===== config.mk =====
export PLATFORM = sky130hd
export DESIGN_NAME = purchase_event_id_filter_unit
export DESIGN_NICKNAME = d
export VERILOG_FILES = /design/src/rtl/core/pefu_pkg.sv /design/src/rtl/core/pefu_ram.sv /design/src/rtl/core/purchase_event_id_filter_unit.sv
export SDC_FILE = /design/constraint.sdc
export NUM_CORES = 2
export LEC_CHECK = 0
export BUFFER_PORTS_ARGS = -buffer_cell sky130_fd_sc_hd__buf_2
export CORE_MARGIN = 2
export CORE_UTILIZATION = 60
export DETAILED_ROUTE_END_ITERATION = 12
export PLACE_DENSITY = 0.82
export SYNTH_ARGS = -nofsm -noshare
export SYNTH_HDL_FRONTEND = slang
export SYNTH_SLANG_ARGS = --single-unit

===== constraint.sdc =====
create_clock -name i_clk -period 5.6 [get_ports i_clk]
set_input_delay 0.56 -clock i_clk [delete_from_list [all_inputs] [get_ports i_clk]]
set_output_delay 0.56 -clock i_clk [all_outputs]
set_load 0.01 [all_outputs]

===== src/rtl/core/pefu_pkg.sv =====
// Shared types, constants and text-match tables of the purchase event id filter.
package pefu_pkg;

    localparam int ID_LEN_DEF   = 36;
    localparam int BYTE_W       = 8;
    localparam int EV_KEY_LEN   = 10;
    localparam int ADID_KEY_LEN = 5;
    localparam int PURCHASE_LEN = 8;
    localparam int KEY_CNT_MAX  = 15;

    localparam logic [7:0] CH_COLON = 8'h3A;
    localparam logic [7:0] CH_COMMA = 8'h2C;
    localparam logic [7:0] CH_SEMI  = 8'h3B;

    typedef struct packed {
        logic [7:0] in_byte;
        logic       in_last;
    } t_in_word;

    typedef struct packed {
        logic [7:0] out_byte;
        logic       out_last;
    } t_out_word;

    // event type key text
    function automatic logic [7:0] ev_key_char(input logic [3:0] idx);
        logic [7:0] c;
        unique case (idx)
            4'd0:    c = 8'h65;
            4'd1:    c = 8'h76;
            4'd2:    c = 8'h65;
            4'd3:    c = 8'h6E;
            4'd4:    c = 8'h74;
            4'd5:    c = 8'h5F;
            4'd6:    c = 8'h74;
            4'd7:    c = 8'h79;
            4'd8:    c = 8'h70;
            4'd9:    c = 8'h65;
            default: c = 8'h00;
        endcase
        return c;
    endfunction

    // "ad_id"
    function automatic logic [7:0] adid_key_char(input logic [2:0] idx);
        logic [7:0] c;
        unique case (idx)
            3'd0:    c = 8'h61;
            3'd1:    c = 8'h64;
            3'd2:    c = 8'h5F;
            3'd3:    c = 8'h69;
            3'd4:    c = 8'h64;
            default: c = 8'h00;
        endcase
        return c;
    endfunction

    // "purchase"
    function automatic logic [7:0] purchase_char(input logic [2:0] idx);
        logic [7:0] c;
        unique case (idx)
            3'd0:    c = 8'h70;
            3'd1:    c = 8'h75;
            3'd2:    c = 8'h72;
            3'd3:    c = 8'h63;
            3'd4:    c = 8'h68;
            3'd5:    c = 8'h61;
            3'd6:    c = 8'h73;
            default: c = 8'h65;
        endcase
        return c;
    endfunction

endpackage


===== src/rtl/core/pefu_ram.sv =====
// Generic simple dual-port RAM, one write and one registered read per cycle.
module pefu_ram #(
    parameter int WIDTH = pefu_pkg::BYTE_W,
    parameter int DEPTH = 256
) (
    input  logic                     i_clk,
    input  logic                     i_we,
    input  logic [$clog2(DEPTH)-1:0] i_waddr,
    input  logic [WIDTH-1:0]         i_wdata,
    input  logic                     i_re,
    input  logic [$clog2(DEPTH)-1:0] i_raddr,
    output logic [WIDTH-1:0]         o_rdata
);

    logic [WIDTH-1:0] r_mem [DEPTH];
    logic [WIDTH-1:0] r_rdata;

    always_ff @(posedge i_clk) begin
        if (i_we) begin
            r_mem[i_waddr] <= i_wdata;
        end
        if (i_re) begin
            r_rdata <= r_mem[i_raddr];
        end
    end

    assign o_rdata = r_rdata;

endmodule


===== src/rtl/core/purchase_event_id_filter_unit.sv =====
// Top level of the purchase event id filter: byte parser, id buffer RAM and id emitter.
//
//   channel | dir | handshake          | word
//   --------+-----+--------------------+------------------------------
//   input   | in  | i_valid / o_ready  | i_data (in_byte, in_last)
//   output  | out | o_valid / i_ready  | o_data (out_byte, out_last)
//
// Input takes one byte per cycle while o_ready is high. A semicolon of a marked
// record sends ID_LEN output words, one per cycle while the consumer keeps i_ready
// high; the RAM read port feeding a four-word output queue sets that pace.
// o_ready drops only while an id is still being sent and the next record is
// already marked; it comes back once the last read of that id is issued.
// Reset is synchronous; the id RAM has no clearing pass (unwritten entries are
// never shown, lengths gate them to zero).
module purchase_event_id_filter_unit #(
    parameter int ID_LEN = pefu_pkg::ID_LEN_DEF
) (
    input  logic                i_clk,
    input  logic                i_rst_n,
    input  logic                i_valid,
    output logic                o_ready,
    input  pefu_pkg::t_in_word  i_data,
    output logic                o_valid,
    input  logic                i_ready,
    output pefu_pkg::t_out_word o_data
);

    localparam int IDX_W     = (ID_LEN > 1) ? $clog2(ID_LEN) : 1;
    localparam int LEN_W     = $clog2(ID_LEN + 1);
    localparam int VC_MAX    = (ID_LEN > pefu_pkg::PURCHASE_LEN) ? ID_LEN
                                                                 : pefu_pkg::PURCHASE_LEN;
    localparam int VC_W      = $clog2(VC_MAX + 1);
    localparam int ADDR_W    = IDX_W + 2;
    localparam int RAM_DEPTH = 1 << ADDR_W;

    // Three banks of the RAM rotate: one takes the value being typed, one holds
    // the current id, one may be read out by the emitter.
    function automatic logic [1:0] pick_bank(input logic [1:0] a, input logic [1:0] b);
        logic [1:0] s;
        if (a != 2'd0 && b != 2'd0) begin
            s = 2'd0;
        end else if (a != 2'd1 && b != 2'd1) begin
            s = 2'd1;
        end else begin
            s = 2'd2;
        end
        return s;
    endfunction

    // parser state
    logic [3:0]       r_key_count, n_key_count;
    logic             r_key_ev_ok, n_key_ev_ok;
    logic             r_key_ad_ok, n_key_ad_ok;
    logic             r_field_ev, n_field_ev;
    logic             r_field_ad, n_field_ad;
    logic [VC_W-1:0]  r_value_count, n_value_count;
    logic             r_val_pur_ok, n_val_pur_ok;
    logic             r_marked, n_marked;
    logic [1:0]       r_cap_bank, n_cap_bank;
    logic [1:0]       r_id_bank, n_id_bank;
    logic [LEN_W-1:0] r_id_len, n_id_len;

    // emitter state
    logic             r_burst_busy, n_burst_busy;
    logic [1:0]       r_burst_bank, n_burst_bank;
    logic [LEN_W-1:0] r_burst_len, n_burst_len;
    logic [IDX_W-1:0] r_burst_idx, n_burst_idx;
    logic             r_rd_pend;
    logic             r_rd_keep;
    logic             r_rd_last;

    // output queue
    pefu_pkg::t_out_word r_fifo [4];
    logic [1:0]          r_wr_ptr;
    logic [1:0]          r_rd_ptr;
    logic [2:0]          r_count;

    logic             in_acc;
    logic [7:0]       in_b;
    logic             kp_ev_ok, kp_ad_ok;
    logic [3:0]       kp_count;
    logic             vp_pur_ok;
    logic [VC_W-1:0]  vp_count;
    logic             vp_in_range;
    logic [1:0]       free_bank;
    logic             ram_we;
    logic [ADDR_W-1:0] ram_waddr;
    logic             issue;
    logic [ADDR_W-1:0] ram_raddr;
    logic [7:0]       ram_rdata;
    logic             push, pop;
    pefu_pkg::t_out_word push_word;

    assign in_acc  = i_valid && o_ready;
    assign in_b    = i_data.in_byte;
    assign o_ready = !(r_burst_busy && r_marked);

    // key and value push results for the incoming byte
    always_comb begin
        kp_ev_ok = r_key_ev_ok && (r_key_count < 4'(pefu_pkg::EV_KEY_LEN))
                   && (in_b == pefu_pkg::ev_key_char(r_key_count));
        kp_ad_ok = r_key_ad_ok && (r_key_count < 4'(pefu_pkg::ADID_KEY_LEN))
                   && (in_b == pefu_pkg::adid_key_char(r_key_count[2:0]));
        kp_count = (r_key_count == 4'(pefu_pkg::KEY_CNT_MAX)) ? r_key_count
                                                              : r_key_count + 4'd1;
        vp_pur_ok = r_val_pur_ok && (r_value_count < VC_W'(pefu_pkg::PURCHASE_LEN))
                    && (in_b == pefu_pkg::purchase_char(r_value_count[2:0]));
        vp_count  = (r_value_count == VC_W'(VC_MAX)) ? r_value_count
                                                     : r_value_count + VC_W'(1);
        vp_in_range = r_value_count < VC_W'(ID_LEN);
        free_bank = pick_bank(r_id_bank, r_burst_busy ? r_burst_bank : r_id_bank);
    end

    assign issue = r_burst_busy && ((r_count + {2'b00, r_rd_pend}) < 3'd4);

    always_comb begin
        n_key_count   = r_key_count;
        n_key_ev_ok   = r_key_ev_ok;
        n_key_ad_ok   = r_key_ad_ok;
        n_field_ev    = r_field_ev;
        n_field_ad    = r_field_ad;
        n_value_count = r_value_count;
        n_val_pur_ok  = r_val_pur_ok;
        n_marked      = r_marked;
        n_cap_bank    = r_cap_bank;
        n_id_bank     = r_id_bank;
        n_id_len      = r_id_len;
        n_burst_busy  = r_burst_busy;
        n_burst_bank  = r_burst_bank;
        n_burst_len   = r_burst_len;
        n_burst_idx   = r_burst_idx;
        ram_we        = 1'b0;

        if (issue) begin
            if (r_burst_idx == IDX_W'(ID_LEN - 1)) begin
                n_burst_busy = 1'b0;
                n_burst_idx  = '0;
            end else begin
                n_burst_idx = r_burst_idx + IDX_W'(1);
            end
        end

        if (in_acc) begin
            unique case (in_b)
                pefu_pkg::CH_COLON: begin
                    n_field_ev    = r_key_ev_ok && (r_key_count == 4'(pefu_pkg::EV_KEY_LEN));
                    n_field_ad    = r_key_ad_ok && (r_key_count == 4'(pefu_pkg::ADID_KEY_LEN));
                    n_value_count = '0;
                    n_val_pur_ok  = 1'b1;
                    n_cap_bank    = free_bank;
                    n_key_ev_ok   = kp_ev_ok;
                    n_key_ad_ok   = kp_ad_ok;
                    n_key_count   = kp_count;
                end
                pefu_pkg::CH_COMMA: begin
                    if (r_field_ev && r_val_pur_ok
                        && r_value_count == VC_W'(pefu_pkg::PURCHASE_LEN)) begin
                        n_marked = 1'b1;
                    end
                    // the id is the captured prefix; the bank keeps it until restarted
                    if (r_field_ad) begin
                        n_id_bank = r_cap_bank;
                        n_id_len  = vp_in_range ? LEN_W'(r_value_count) : LEN_W'(ID_LEN);
                    end
                    ram_we        = vp_in_range;
                    n_val_pur_ok  = vp_pur_ok;
                    n_value_count = vp_count;
                    n_key_count   = '0;
                    n_key_ev_ok   = 1'b1;
                    n_key_ad_ok   = 1'b1;
                end
                pefu_pkg::CH_SEMI: begin
                    if (r_marked) begin
                        n_burst_busy = 1'b1;
                        n_burst_bank = r_id_bank;
                        n_burst_len  = r_id_len;
                        n_burst_idx  = '0;
                    end
                    n_marked      = 1'b0;
                    ram_we        = vp_in_range;
                    n_val_pur_ok  = vp_pur_ok;
                    n_value_count = vp_count;
                    n_key_count   = '0;
                    n_key_ev_ok   = 1'b1;
                    n_key_ad_ok   = 1'b1;
                end
                default: begin
                    n_key_ev_ok   = kp_ev_ok;
                    n_key_ad_ok   = kp_ad_ok;
                    n_key_count   = kp_count;
                    ram_we        = vp_in_range;
                    n_val_pur_ok  = vp_pur_ok;
                    n_value_count = vp_count;
                end
            endcase

            if (i_data.in_last) begin
                n_key_count   = '0;
                n_key_ev_ok   = 1'b1;
                n_key_ad_ok   = 1'b1;
                n_field_ev    = 1'b0;
                n_field_ad    = 1'b0;
                n_value_count = '0;
                n_val_pur_ok  = 1'b1;
                n_marked      = 1'b0;
                n_cap_bank    = free_bank;
                n_id_len      = '0;
            end
        end
    end

    assign ram_waddr = {r_cap_bank, r_value_count[IDX_W-1:0]};
    assign ram_raddr = {r_burst_bank, r_burst_idx};

    pefu_ram #(
        .WIDTH (pefu_pkg::BYTE_W),
        .DEPTH (RAM_DEPTH)
    ) u_id_ram (
        .i_clk   (i_clk),
        .i_we    (ram_we),
        .i_waddr (ram_waddr),
        .i_wdata (in_b),
        .i_re    (issue),
        .i_raddr (ram_raddr),
        .o_rdata (ram_rdata)
    );

    assign push               = r_rd_pend;
    assign pop                = o_valid && i_ready;
    assign push_word.out_byte = r_rd_keep ? ram_rdata : 8'h00;
    assign push_word.out_last = r_rd_last;
    assign o_valid            = r_count != 3'd0;
    assign o_data             = r_fifo[r_rd_ptr];

    always_ff @(posedge i_clk) begin
        if (!i_rst_n) begin
            r_key_count   <= '0;
            r_key_ev_ok   <= 1'b1;
            r_key_ad_ok   <= 1'b1;
            r_field_ev    <= 1'b0;
            r_field_ad    <= 1'b0;
            r_value_count <= '0;
            r_val_pur_ok  <= 1'b1;
            r_marked      <= 1'b0;
            r_cap_bank    <= 2'd0;
            r_id_bank     <= 2'd0;
            r_id_len      <= '0;
            r_burst_busy  <= 1'b0;
            r_burst_idx   <= '0;
            r_rd_pend     <= 1'b0;
            r_wr_ptr      <= 2'd0;
            r_rd_ptr      <= 2'd0;
            r_count       <= 3'd0;
        end else begin
            r_key_count   <= n_key_count;
            r_key_ev_ok   <= n_key_ev_ok;
            r_key_ad_ok   <= n_key_ad_ok;
            r_field_ev    <= n_field_ev;
            r_field_ad    <= n_field_ad;
            r_value_count <= n_value_count;
            r_val_pur_ok  <= n_val_pur_ok;
            r_marked      <= n_marked;
            r_cap_bank    <= n_cap_bank;
            r_id_bank     <= n_id_bank;
            r_id_len      <= n_id_len;
            r_burst_busy  <= n_burst_busy;
            r_burst_idx   <= n_burst_idx;
            r_rd_pend     <= issue;
            if (push) begin
                r_wr_ptr <= r_wr_ptr + 2'd1;
            end
            if (pop) begin
                r_rd_ptr <= r_rd_ptr + 2'd1;
            end
            r_count <= r_count + {2'b00, push} - {2'b00, pop};
        end
    end

    always_ff @(posedge i_clk) begin
        r_burst_bank <= n_burst_bank;
        r_burst_len  <= n_burst_len;
        if (issue) begin
            r_rd_keep <= LEN_W'(r_burst_idx) < r_burst_len;
            r_rd_last <= r_burst_idx == IDX_W'(ID_LEN - 1);
        end
        if (push) begin
            r_fifo[r_wr_ptr] <= push_word;
        end
    end

endmodule


==> impl_metrics.json <==
{
  "sw_frac_of_total_pct": 20.5,
  "wire_per_inst_um": 29.0,
  "cp-endpoint": "u_id_ram.r_mem[146][6]",
  "setup.worst_path.start_class": "flop",
  "clkSinkCount": 2152,
  "critPathKind": "reg2reg",
  "port_buffers": 23,
  "p_switching_uw": 6760,
  "fillCellCount": 8292,
  "drtIter0Drc": 6685,
  "reg2reg_to": "u_id_ram.r_mem[146][6]",
  "ys_ff_latch": 2152,
  "postRouteAntennaNets": 0,
  "fp.dieW_um": 378,
  "r2r_slack_ns": 1.08,
  "cts_root_buf": "clkbuf_16",
  "antenna_found_initial": 12,
  "grt_pass1_wl_um": 299000,
  "die_h_um": 378,
  "nets": 5079,
  "drive_gt1_share_pct": 17.0,
  "reg2reg_depth": 4,
  "fin_skew_ns": 0.0277,
  "final_common_cell": "edfxtp_1",
  "ctsResizeCount": 0,
  "start_util_pct": 60.3,
  "period_share_pct": 80.7,
  "synthTopCellsByArea": "edfxtp_1, mux4_2, mux2i_1, dfxtp_1, nor2_1",
  "synth_top_area_cell": "edfxtp_1",
  "synthCells": 4045,
  "min_period_ns": 4.52,
  "yosysWarnings": 0,
  "clock_latency_ns": 0.84,
  "hold_violations": 0,
  "first_global_vias": 44500,
  "slew_violations": 11,
  "post_dp_cell_area_um2": 89300,
  "drc": 0,
  "clock_path_buffers": 3,
  "core-area_um2": 139000,
  "vias_per_cell": 6.22,
  "power_density_nw_per_um2": 343,
  "met1_usage_pct": 37.2,
  "seqPwrFrac_pct": 56.2,
  "setup_violations": 0,
  "grt_max_degree": 216,
  "leakagePower_uw": 0.0312,
  "post_cts_buffers": 0,
  "irDropWorstVdd_v": 0.000441,
  "dieArea_um2": 143000,
  "comb_power_share_pct": 2.8,
  "required_ns": 6.04,
  "layout_common_cells": "edfxtp_1, conb_1, mux4_2",
  "synth_cell_types": 75,
  "synth_ff_type": "edfxtp_1",
  "gp_congestion": 0.943,
  "async_flop_share_pct": 0,
  "hold_path_class": "in2reg",
  "cts_tree": "done",
  "vias": 44200,
  "synth_edf_count": 2102,
  "met2_usage_pct": 45.8,
  "rsz0062_at_grt": "false",
  "max_freq_mhz": 221,
  "startpoint": "r_burst_busy",
  "p_int_uw": 26100,
  "h-tree-depth": 4,
  "cts.clk_slew.worst_paths_ns": 0.06,
  "max_cap_violations": 2,
  "fp-row-count": 137,
  "syn_area_um2": 83900,
  "reg2reg_from": "r_burst_busy",
  "path_max_fanout": 16,
  "multi_input_area_um2": 21700,
  "status": "complete, but fails checks",
  "place_hpwl_um": 120000,
  "drt-pass1-iter-count": 8,
  "worst_pin_slew_ns": 1.56,
  "critPathCaptureType": "flop",
  "stdcell_area_um2": 95900,
  "area_growth_pct": 14.3,
  "grt.overflow.total": 0,
  "ys_seq_area_share_pct": 76.5,
  "syn_avg_cell_area_um2": 20.7,
  "slew_headroom_pct": -4.66,
  "io-pin-count": 24,
  "numCtsBuffers": 202,
  "wl_um": 206000,
  "power_frac_clock_pct": 41.0,
  "regArea_um2": 64100,
  "holdBufCountCts": 0,
  "track_usage_pct": 29.4,
  "fin_setup_tns_ns": 0,
  "violations": "capacitance limit, slew limit",
  "grt-busiest-layer": "met2",
  "synth_top_area_share_pct": 75.3,
  "use_met3_pct": 9.72,
  "cp.arrival_ns": 4.96
}
==> synth_stat cells (13+ instances only) <==
library cell and n:
mux2_2 13, nor4_1 15, buf_2 68, nand3_1 33, nor3_1 21, o21ai_0 48
clkbuf_1 62, nand2_1 103, a22o_1 13, a22oi_1 63, and2_1 20, ha_1 25
mux2i_1 214, buf_4 39, dfxtp_1 50, buf_1 16, nor2_1 214, o221ai_1 20
buf_6 29, inv_1 20, a211oi_1 49, a31oi_1 16, edfxtp_1 2102, mux4_2 451
nor2b_1 19, xnor2_1 18, o22ai_1 56, nand2b_1 15, a21oi_1 75
==> per-layer routing <==
layer / share of wire, % / vias to the layer above
met5: 0.095 / -
met4: 5.9 / 14
met3: 13 / 692
met2: 47 / 3172
met1: 34 / 22400
li1: - / 17900
==> layout make-up <==
| type | count | share of cell area [%] |
|---|---|---|
| Sequential cell | 2152 | 66.9 |
| Clock inverter | 140 | 1.29 |
| Inverter | 23 | 0.0901 |
| Tap cell | 1876 | 2.45 |
| Timing Repair Buffer | 116 | 1.10 |
| Multi-Input combinational cell | 2546 | 22.7 |
| Antenna cell | 7 | 0.0183 |
| Clock buffer | 237 | 5.48 |
==> stage by stage <==
stage               worst slack (ns)  cells  hold slack [ns]  utilization (%)  power [µW]
floorplan                       2.73   4940            0.408                -       19200
global placement               0.887   6710            0.420             64.2       19600
detailed placement             0.807   6711            0.427             64.2       19700
CTS                            0.911   7088           0.0295             68.8       33000
global route                    1.12   7090           0.0549             68.9       33700
finish                          1.08   7097           0.0812             68.9       32900
==> state kept, by name (all words and copies together) (netlist names), 3 cells and up, named ones only <==
register          flops
u_id_ram.r_mem     2048
r_fifo               36
u_id_ram.o_rdata      8
r_burst_idx           6
r_burst_len           6
r_id_len              6
r_value_count         6
r_key_count           4
r_count               3
==> worst max-delay path: stages (launching register included) <==
cell and delay, ns:
dfxtp_1 0.44, a21bo_2 0.38, nor3_1 1.25, nand3_1 1.11, nor2_1 0.93
==> logic make-up (layout without fill, tap and decap cells) <==
group | Yosys count | count (layout) | synth area share (%)
other cells | 1 | 903 | 0.00447
simple gates | 498 | 498 | 2.79
buf+inv | 242 | 516 | 1.69
compound gates | 413 | 413 | 3.33
flops | 2152 | 2152 | 76.5
xor+xnor | 29 | 29 | 0.303
fa+ha+maj | 25 | 25 | 0.373
mux | 685 | 685 | 15.1
==> how the worst min path moves through the flow <==
| stage | start | to | slack [ns] | cells after the start |
|---|---|---|---|---|
| 6_report | i_rst_n | push | 0.08 | 2 |
| 5_1_grt | i_rst_n | push | 0.05 | 2 |
| 4_1_cts | i_rst_n | push | 0.03 | 2 |
| 3_5_place_dp | r_id_len[1] | r_burst_len[1] | 0.43 | 0 |
| 3_3_place_gp | r_id_len[0] | r_burst_len[0] | 0.42 | 0 |
| 2_1_floorplan | r_id_len[2] | r_burst_len[2] | 0.41 | 0 |
==> power by group through the flow <==
| stage | Sequential (µW) | Combinational, µW | Clock, µW |
|---|---|---|---|
| after floorplan | 18700 | 489 | 0 |
| after global placement | 18800 | 853 | 0 |
| after detailed placement | 18800 | 880 | 0 |
| after CTS | 18500 | 890 | 13600 |
| after global routing | 18500 | 1010 | 14200 |
| final | 18500 | 932 | 13500 |
Power figures use the tool's default switching activity.
